[src/rtl/multi_channel_soft_timer_bank_unit_macros.svh]
// Assertion macros for the soft timer bank
`ifndef MULTI_CHANNEL_SOFT_TIMER_BANK_UNIT_MACROS_SVH
`define MULTI_CHANNEL_SOFT_TIMER_BANK_UNIT_MACROS_SVH

// same-cycle implication
`define MCTB_ASSERT_IMP(lbl, ante, cons) \
  lbl: assert property (@(posedge clk) disable iff (!rst_n) (ante) |-> (cons)) \
    else $error("assertion failed");

// next-cycle implication
`define MCTB_ASSERT_NXT(lbl, ante, cons) \
  lbl: assert property (@(posedge clk) disable iff (!rst_n) (ante) |=> (cons)) \
    else $error("assertion failed");

`endif

[src/rtl/mctb_pkg.sv]
// Package: types and constants of the soft timer bank
`default_nettype none
package mctb_pkg;

  localparam int TMR_NUM = 16;
  localparam int IDX_W   = $clog2(TMR_NUM);
  localparam int TW      = 32;

  typedef enum logic [2:0] {
    REQ_TICK  = 3'd0,
    REQ_SCAN  = 3'd1,
    REQ_START = 3'd2,
    REQ_STOP  = 3'd3,
    REQ_READ  = 3'd4
  } req_t;

  typedef enum logic [1:0] {
    ST_STOPPED = 2'd0,
    ST_RUNNING = 2'd1,
    ST_TIMEOUT = 2'd2
  } st_t;

  typedef enum logic {
    EV_TIMEOUT = 1'b0,
    EV_READ    = 1'b1
  } ev_t;

  typedef enum logic [1:0] {
    S_IDLE,
    S_SCAN,
    S_DONE
  } state_t;

  typedef struct packed {
    logic             en;
    logic             period_en;
    logic [IDX_W-1:0] addr;
    logic [TW-1:0]    match;
    logic [TW-1:0]    period;
  } mem_wr_t;

endpackage
`default_nettype wire

[src/rtl/multi_channel_soft_timer_bank_unit.sv]
// Top level: timer bank sequencer, status, tick counter and result register
// Tick, start, stop and read are handled in idle on acceptance; the read reply is registered.
// Scan walks every timer in turn through the shared adder/compare, then flushes the held
// last event; it is held up while the result register is stalled.
// A new item is accepted in idle when the result register is free.
// Synchronous active-low reset stops all timers, clears tick and periodic mask.
`default_nettype none
`include "multi_channel_soft_timer_bank_unit_macros.svh"
module multi_channel_soft_timer_bank_unit import mctb_pkg::*; (
  input  wire logic             clk,
  input  wire logic             rst_n,
  input  wire logic             in_valid,
  output logic                  in_ready,
  input  wire logic [2:0]       in_req_type,
  input  wire logic [IDX_W-1:0] in_timer_index,
  input  wire logic [TW-1:0]    in_delay_ticks,
  output logic                  out_valid,
  input  wire logic             out_ready,
  output logic                  out_event_kind,
  output logic      [IDX_W-1:0] out_which_timer,
  output logic      [1:0]       out_timer_status,
  output logic                  out_last_of_run,
  input  wire logic             cfg_valid,
  output logic                  cfg_ready,
  input  wire logic [15:0]      cfg_periodic_mask
);

  state_t           state_r, state_nxt;
  logic [IDX_W-1:0] cnt_r, cnt_nxt;
  logic [TW-1:0]    tick_r, tick_nxt;
  logic [15:0]      mask_r;
  st_t              status_r [TMR_NUM];
  st_t              st_wr_val;
  logic             st_wr_en;
  logic [IDX_W-1:0] st_addr;
  st_t              st_cur;
  logic             pend_v_r, pend_v_nxt;
  logic [IDX_W-1:0] pend_r, pend_nxt;

  logic             out_valid_r;
  logic             out_kind_r;
  logic [IDX_W-1:0] out_which_r;
  logic [1:0]       out_status_r;
  logic             out_last_r;
  logic             out_free;
  logic             push;
  logic             push_kind;
  logic [IDX_W-1:0] push_which;
  logic [1:0]       push_status;
  logic             push_last;

  logic [TW-1:0]    addend;
  logic [TW-1:0]    sum;
  logic             due;
  logic [TW-1:0]    rd_match, rd_period;
  logic [IDX_W-1:0] rd_addr;
  mem_wr_t          wr;
  logic             accept;
  logic             is_to;
  logic             stall;

  mctb_alu u_alu (
    .tick   (tick_r),
    .addend (addend),
    .match  (rd_match),
    .sum    (sum),
    .due    (due)
  );

  mctb_mem u_mem (
    .clk       (clk),
    .wr        (wr),
    .rd_addr   (rd_addr),
    .rd_match  (rd_match),
    .rd_period (rd_period)
  );

  assign out_free  = !out_valid_r || out_ready;
  assign in_ready  = (state_r == S_IDLE) && out_free;
  assign accept    = in_valid && in_ready;
  assign cfg_ready = 1'b1;
  assign st_addr   = (state_r == S_IDLE) ? in_timer_index : cnt_r;
  assign st_cur    = status_r[st_addr];
  assign is_to     = (state_r == S_SCAN) && (st_cur == ST_RUNNING) && due;
  assign stall     = ((state_r == S_SCAN) && is_to && pend_v_r && !out_free) ||
                     ((state_r == S_DONE) && pend_v_r && !out_free);

  always_comb begin
    state_nxt   = state_r;
    cnt_nxt     = cnt_r;
    tick_nxt    = tick_r;
    pend_v_nxt  = pend_v_r;
    pend_nxt    = pend_r;
    st_wr_en    = 1'b0;
    st_wr_val   = ST_STOPPED;
    addend      = rd_period;
    rd_addr     = cnt_r;
    wr          = '0;
    wr.addr     = st_addr;
    wr.match    = sum;
    wr.period   = in_delay_ticks;
    push        = 1'b0;
    push_kind   = EV_TIMEOUT;
    push_which  = pend_r;
    push_status = ST_TIMEOUT;
    push_last   = 1'b0;
    unique case (state_r)
      S_IDLE: begin
        addend  = (in_req_type == REQ_TICK) ? TW'(1) : in_delay_ticks;
        rd_addr = '0;
        if (accept) begin
          case (in_req_type)
            REQ_TICK: tick_nxt = sum;
            REQ_SCAN: begin
              cnt_nxt    = '0;
              pend_v_nxt = 1'b0;
              state_nxt  = S_SCAN;
            end
            REQ_START: begin
              wr.en        = 1'b1;
              wr.period_en = 1'b1;
              st_wr_en     = 1'b1;
              st_wr_val    = ST_RUNNING;
            end
            REQ_STOP: begin
              st_wr_en  = 1'b1;
              st_wr_val = ST_STOPPED;
            end
            REQ_READ: begin
              push        = 1'b1;
              push_kind   = EV_READ;
              push_which  = in_timer_index;
              push_status = st_cur;
              push_last   = 1'b1;
            end
            default: ;
          endcase
        end
      end
      S_SCAN: begin
        if (!stall) begin
          rd_addr = cnt_r + IDX_W'(1);
          if (is_to) begin
            st_wr_en   = 1'b1;
            st_wr_val  = ST_TIMEOUT;
            push       = pend_v_r;
            pend_v_nxt = 1'b1;
            pend_nxt   = cnt_r;
          end else if (st_cur == ST_TIMEOUT) begin
            st_wr_en = 1'b1;
            if (mask_r[cnt_r]) begin
              st_wr_val = ST_RUNNING;
              wr.en     = 1'b1;
            end else begin
              st_wr_val = ST_STOPPED;
            end
          end
          cnt_nxt = cnt_r + IDX_W'(1);
          if (cnt_r == IDX_W'(TMR_NUM - 1)) begin
            state_nxt = S_DONE;
          end
        end
      end
      S_DONE: begin
        if (!stall) begin
          push       = pend_v_r;
          push_last  = 1'b1;
          pend_v_nxt = 1'b0;
          state_nxt  = S_IDLE;
        end
      end
      default: state_nxt = S_IDLE;
    endcase
  end

  always_ff @(posedge clk) begin
    if (!rst_n) begin
      state_r  <= S_IDLE;
      cnt_r    <= '0;
      tick_r   <= '0;
      pend_v_r <= 1'b0;
      mask_r   <= '0;
      for (int i = 0; i < TMR_NUM; i++) begin
        status_r[i] <= ST_STOPPED;
      end
    end else begin
      state_r  <= state_nxt;
      cnt_r    <= cnt_nxt;
      tick_r   <= tick_nxt;
      pend_v_r <= pend_v_nxt;
      if (cfg_valid && cfg_ready) begin
        mask_r <= cfg_periodic_mask;
      end
      if (st_wr_en) begin
        status_r[st_addr] <= st_wr_val;
      end
    end
  end

  always_ff @(posedge clk) begin
    pend_r <= pend_nxt;
  end

  always_ff @(posedge clk) begin
    if (!rst_n) begin
      out_valid_r <= 1'b0;
    end else if (push) begin
      out_valid_r <= 1'b1;
    end else if (out_ready) begin
      out_valid_r <= 1'b0;
    end
  end

  always_ff @(posedge clk) begin
    if (push) begin
      out_kind_r   <= push_kind;
      out_which_r  <= push_which;
      out_status_r <= push_status;
      out_last_r   <= push_last;
    end
  end

  assign out_valid        = out_valid_r;
  assign out_event_kind   = out_kind_r;
  assign out_which_timer  = out_which_r;
  assign out_timer_status = out_status_r;
  assign out_last_of_run  = out_last_r;

  `MCTB_ASSERT_IMP(a_push_free, push, out_free)
  `MCTB_ASSERT_IMP(a_to_status, out_valid_r && (out_kind_r == EV_TIMEOUT),
                   out_status_r == ST_TIMEOUT)
  `MCTB_ASSERT_NXT(a_scan_start, accept && (in_req_type == REQ_SCAN),
                   (state_r == S_SCAN) && (cnt_r == '0) && !pend_v_r)
  `MCTB_ASSERT_NXT(a_done_flush, (state_r == S_DONE) && !stall,
                   !pend_v_r && (state_r == S_IDLE))

endmodule
`default_nettype wire

[src/rtl/mctb_alu.sv]
// Shared adder and match comparator
`default_nettype none
module mctb_alu import mctb_pkg::*; (
  input  wire logic [TW-1:0] tick,
  input  wire logic [TW-1:0] addend,
  input  wire logic [TW-1:0] match,
  output logic      [TW-1:0] sum,
  output logic               due
);

  assign sum = tick + addend;
  assign due = (match <= tick);

endmodule
`default_nettype wire

[src/rtl/mctb_mem.sv]
// Match and period storage, one write port, one registered read port
`default_nettype none
module mctb_mem import mctb_pkg::*; (
  input  wire logic             clk,
  input  wire mem_wr_t          wr,
  input  wire logic [IDX_W-1:0] rd_addr,
  output logic      [TW-1:0]    rd_match,
  output logic      [TW-1:0]    rd_period
);

  logic [TW-1:0] match_mem  [TMR_NUM];
  logic [TW-1:0] period_mem [TMR_NUM];

  always_ff @(posedge clk) begin
    if (wr.en) begin
      match_mem[wr.addr] <= wr.match;
    end
    if (wr.en && wr.period_en) begin
      period_mem[wr.addr] <= wr.period;
    end
    rd_match  <= match_mem[rd_addr];
    rd_period <= period_mem[rd_addr];
  end

endmodule
`default_nettype wire
[config.mk]
export PLATFORM = sky130hd
export DESIGN_NAME = multi_channel_soft_timer_bank_unit
export DESIGN_NICKNAME = d
export VERILOG_FILES = /design/src/rtl/mctb_pkg.sv /design/src/rtl/multi_channel_soft_timer_bank_unit.sv /design/src/rtl/mctb_alu.sv /design/src/rtl/mctb_mem.sv
export VERILOG_INCLUDE_DIRS = /design/src /design/src/rtl
export SDC_FILE = /design/constraint.sdc
export NUM_CORES = 2
export LEC_CHECK = 0
export BUFFER_PORTS_ARGS = -buffer_cell sky130_fd_sc_hd__buf_2
export CAP_MARGIN = 20
export CORE_MARGIN = 8
export CORE_UTILIZATION = 56
export CTS_CLUSTER_DIAMETER = 120
export DETAILED_ROUTE_END_ITERATION = 6
export PLACE_DENSITY = 0.87
export SLEW_MARGIN = 25
export SYNTH_ARGS = -nofsm -noshare
export SYNTH_HDL_FRONTEND = slang
export SYNTH_HIERARCHICAL = 1
export SYNTH_SLANG_ARGS = --single-unit
[constraint.sdc]
create_clock -name clk -period 5.9 [get_ports clk]
set_input_delay 0.295 -clock clk [delete_from_list [all_inputs] [get_ports clk]]
set_output_delay 0.295 -clock clk [all_outputs]
set_load 0.01 [all_outputs]
==> impl_metrics.py <==
metrics = {
    "die": {
        "die_w_um": 306,
        "rows": 106,
        "die_area_mm2": 0.0939,
        "coreArea_mm2": 0.0836,
        "die_h_um": 306,
        "io_pins": 71,
        "initial_core_util": 0.566,
    },
    "run_status": {
        "status": "finished, final reports clean",
    },
    "final_layout": {
        "multiInputGateArea_mm2": 0.0122,
        "final_layout_size_suffix_gt1_frac": 0.237,
        "flow.area_growth_from_synthesis_pct": 13.7,
        "fin_cells": 3935,
        "seq_area_mm2": 0.0345,
        "nets": 2878,
        "fillers": 5232,
    },
    "critical_path": {
        "crit_required_ns": 6.44,
        "path_class": "reg -> reg",
        "crit_arrival_ns": 6.08,
        "worstPathMaxFanout": 53,
        "worst-path-buf-inv": 1,
        "slowest_delay_ns": 0.80,
        "endpoint_kind": "flop",
        "path_delay_family": "simple AND/OR/NAND/NOR gates",
        "critPathMostFrequentCell": "nor2_1",
        "slowest_stage": "nor2_1",
        "path_cells": "nor2_1, mux2i_1, a311o_1, nand4_1, nor3_1, nor2_1, o21ai_4, buf_12, mux4_2, a22oi_1, nand2_1",
        "cp-start-kind": "flop",
    },
    "routing": {
        "drtPass1Iterations": 6,
        "routed_via_density": 6.81,
        "drc": 0,
        "ant_nets": 0,
        "finalWirelength_um": 122000,
        "vias": 26800,
        "drt_iter0_markers": 3449,
        "avgRoutedWirePerCell_um": 30.9,
    },
    "global_route": {
        "overflow": 0,
        "grt_use_total": 0.254,
        "met2_usage": 0.436,
        "busiest_layer": "met2",
        "gr-usage-met1": 0.318,
        "antenna_found_initial": 4,
        "grt_first_pass_wirelength_um": 178000,
        "grt_max_degree": 65,
        "first_global_vias": 27700,
        "use_met3": 0.0497,
    },
    "clocking": {
        "cts_buffers": 111,
        "h-tree-depth": 3,
        "cts_root_buffer": "clkbuf_16",
        "worstSkewPairLatency_ns": 0.70,
        "cts_tree": "built",
        "cts_resized": 0,
        "cts_buffer_depth": 3,
        "clkTransAtPathRegs_ns": 0.07,
        "clock-sinks": 1188,
    },
    "logic_synthesis": {
        "synth_top_family_by_area": "multiplexers",
        "synth-xor-area-share": 0.00519,
        "synth_cells": 2575,
        "ys_ff_latch": 1188,
        "ys_types": 78,
        "yosysWarnings": 6,
        "muxShareOfSynthArea": 0.130,
        "synth_area_mm2": 0.0473,
        "yosysSeqAreaShare": 0.730,
        "synthSimpleGateAreaFrac": 0.0463,
        "syn_avg_cell_area_um2": 18.4,
        "synth-async-reset-ratio": 0,
        "synthAdderAreaFrac": 0.0174,
        "synth_ff_type": "edfxtp_1",
        "synth-compound-area-share": 0.0520,
        "synth_edf_count": 1068,
        "synthesis.nets": 2700,
    },
    "power": {
        "p_leak_nw": 17.4,
        "switching_share": 0.213,
        "intPower_mw": 13.8,
        "power.switching_mw": 3.72,
        "peakVddDrop_mv": 0.344,
        "comb_power_share": 0.044,
        "seqPwrFrac": 0.532,
        "clockPowerShare": 0.424,
        "p_per_area_mw_per_mm2": 325,
    },
    "place": {
        "numPortBuffers": 69,
        "dp.cells": 3672,
        "gp_congestion": 0.874,
        "dp.final_hpwl_um": 61100,
    },
    "sta": {
        "maxClockFrequency_ghz": 0.181,
        "fin_crit_sh": 0.939,
        "slew_headroom": 0.339,
        "fin_skew_ns": 0.0492,
        "tightest_slew_ns": 0.987,
        "hold_viol": 0,
        "hold_ws_ns": 0.0161,
        "tns_ns": 0,
        "drv_slew": 0,
        "period_minus_slack_ns": 5.54,
        "finalSetupViolCount": 0,
        "rsz0062_at_grt": "false",
    },
    "run": {
        "cap_violations": 0,
    },
    "hold_path": {
        "min_path_type": "in -> reg",
    },
}
-- per-stage QoR --
stage / utilization / power (mW) / cell area [um^2] / worst slack, ns
floorplan: - / 9.92 / 47300 / 0.270
global placement: 0.592 / 10.1 / 49400 / 0.853
detailed placement: 0.592 / 10.2 / 49400 / 0.584
CTS: 0.643 / 17.5 / 53700 / 0.456
global route: 0.643 / 17.9 / 53700 / 0.0196
finish: 0.643 / 17.5 / 53700 / 0.361
-- layout make-up --
| type | instances | share of cell area |
|---|---|---|
| inverter | 52 | 0.00368 |
| clock inverter | 57 | 0.0130 |
| clock buffer | 155 | 0.0574 |
| antenna | 3 | 0.000140 |
| tap | 1080 | 0.0251 |
| timing repair buffer | 202 | 0.0321 |
| multi-input combinational | 1198 | 0.227 |
| sequential | 1188 | 0.641 |
-- metal layers --
metal / up-vias / share of wire / routed length, um
met1: 13600 / 0.34 / 41700
met4: 0 / 0.049 / 6000
met5: - / 0 / 0
met2: 2022 / 0.51 / 61700
met3: 453 / 0.10 / 12200
li1: 10700 / - / -
-- flip-flops by register name, summed over array words and instances, names as in the netlist, 2 cells and up --
name	count
mask_r	16
pend_r	4
tick_r	32
u_mem/period_mem	512
status_r	32
out_which_timer	4
u_mem/rd_match	32
out_timer_status	2
state_r	2
cnt_r	4
u_mem/rd_period	32
u_mem/match_mem	512
-- Yosys cell counts, types with 3 or more instances --
cell type  number  area (um^2)
mux2i_1        18          180
buf_6          15          169
o21ai_0        21          105
mux4_2        263         5920
dfxtp_1       120         2400
or3_1           8         50.1
buf_4           7         52.6
a21o_1         21          158
nand2_1       205          769
a21oi_1        74          370
clkbuf_1       80          300
buf_1          13         48.8
nor2_1        111          417
a311o_1         4         40.0
or2_2           9         56.3
o21bai_1        4         30.0
nor3_1         36          180
a211oi_1        8         60.1
nand3b_1        8         60.1
inv_1          50          188
nand2b_1        8         50.1
o21ai_1         3         15.0
o31ai_1         7         52.6
and3_1         10         62.6
edfxtp_1     1068        32100
nand4_1        13         81.3
buf_2          18         90.1
a22o_1         32          280
nor3b_1         6         45.0
ha_1           64          801
xnor2_1        18          158
o21a_1          3         22.5
nor2b_1         9         56.3
and2_1          4         25.0
a31oi_1        14         87.6
mux2_2          5         56.3
nor2_4         10          113
a22oi_1       130          976
nand3_1        20          100
xor2_1         10         87.6
-- cell families after synthesis --
kind of cell,count (synthesis)
compound gates,348
xor+xnor,28
fa+ha+maj,65
buf+inv,189
flops,1188
mux,286
other cells,1
simple gates,470
-- what timing repair did --
| item | 4_1_cts | 5_1_grt |
|---|---|---|
| hold buffers | 48 | 0 |
| setup buffers | 0 | 0 |
| hold endpoints to repair | 509 | 0 |
-- cell usage in the layout, fill, tap and decap left out, drive strengths merged, types with 9 or more instances in the layout --
master	instances
clkinv	35
a31oi	14
mux2i	18
a22oi	130
ha	64
nor3	38
nor2b	9
a21oi	75
xnor2	18
inv	57
mux4	263
edfxtp	1068
dfxtp	120
bufinv	12
nand3	20
or2	10
o21ai	26
xor2	10
dlygate4sd3	48
nand2	205
a22o	32
nor2	121
a21o	21
and3	10
buf	154
clkbuf	155
nand4	13
-- power by group through the flow --
| stage | combinational, mW | clock (mW) | sequential [mW] |
|---|---|---|---|
| after floorplan | 0.446 | 0 | 9.48 |
| after global placement | 0.665 | 0 | 9.48 |
| after detailed placement | 0.710 | 0 | 9.49 |
| after CTS | 0.750 | 7.45 | 9.31 |
| after global routing | 0.821 | 7.77 | 9.31 |
| final | 0.770 | 7.41 | 9.31 |
-- path summary, 6_finish.rpt --
check	to	from	cells after the start	slack, ns
worst min register to register	tick_r[11]	tick_r[11]	2	0.49
worst max register to register	u_mem/rd_match[16]	state_r[1]	11	0.36
worst max-delay path	u_mem/rd_match[16]	state_r[1]	11	0.36
worst min-delay path	u_mem/period_mem[12][8]	in_delay_ticks[8]	1	0.02
Power figures use the tool's default switching activity.
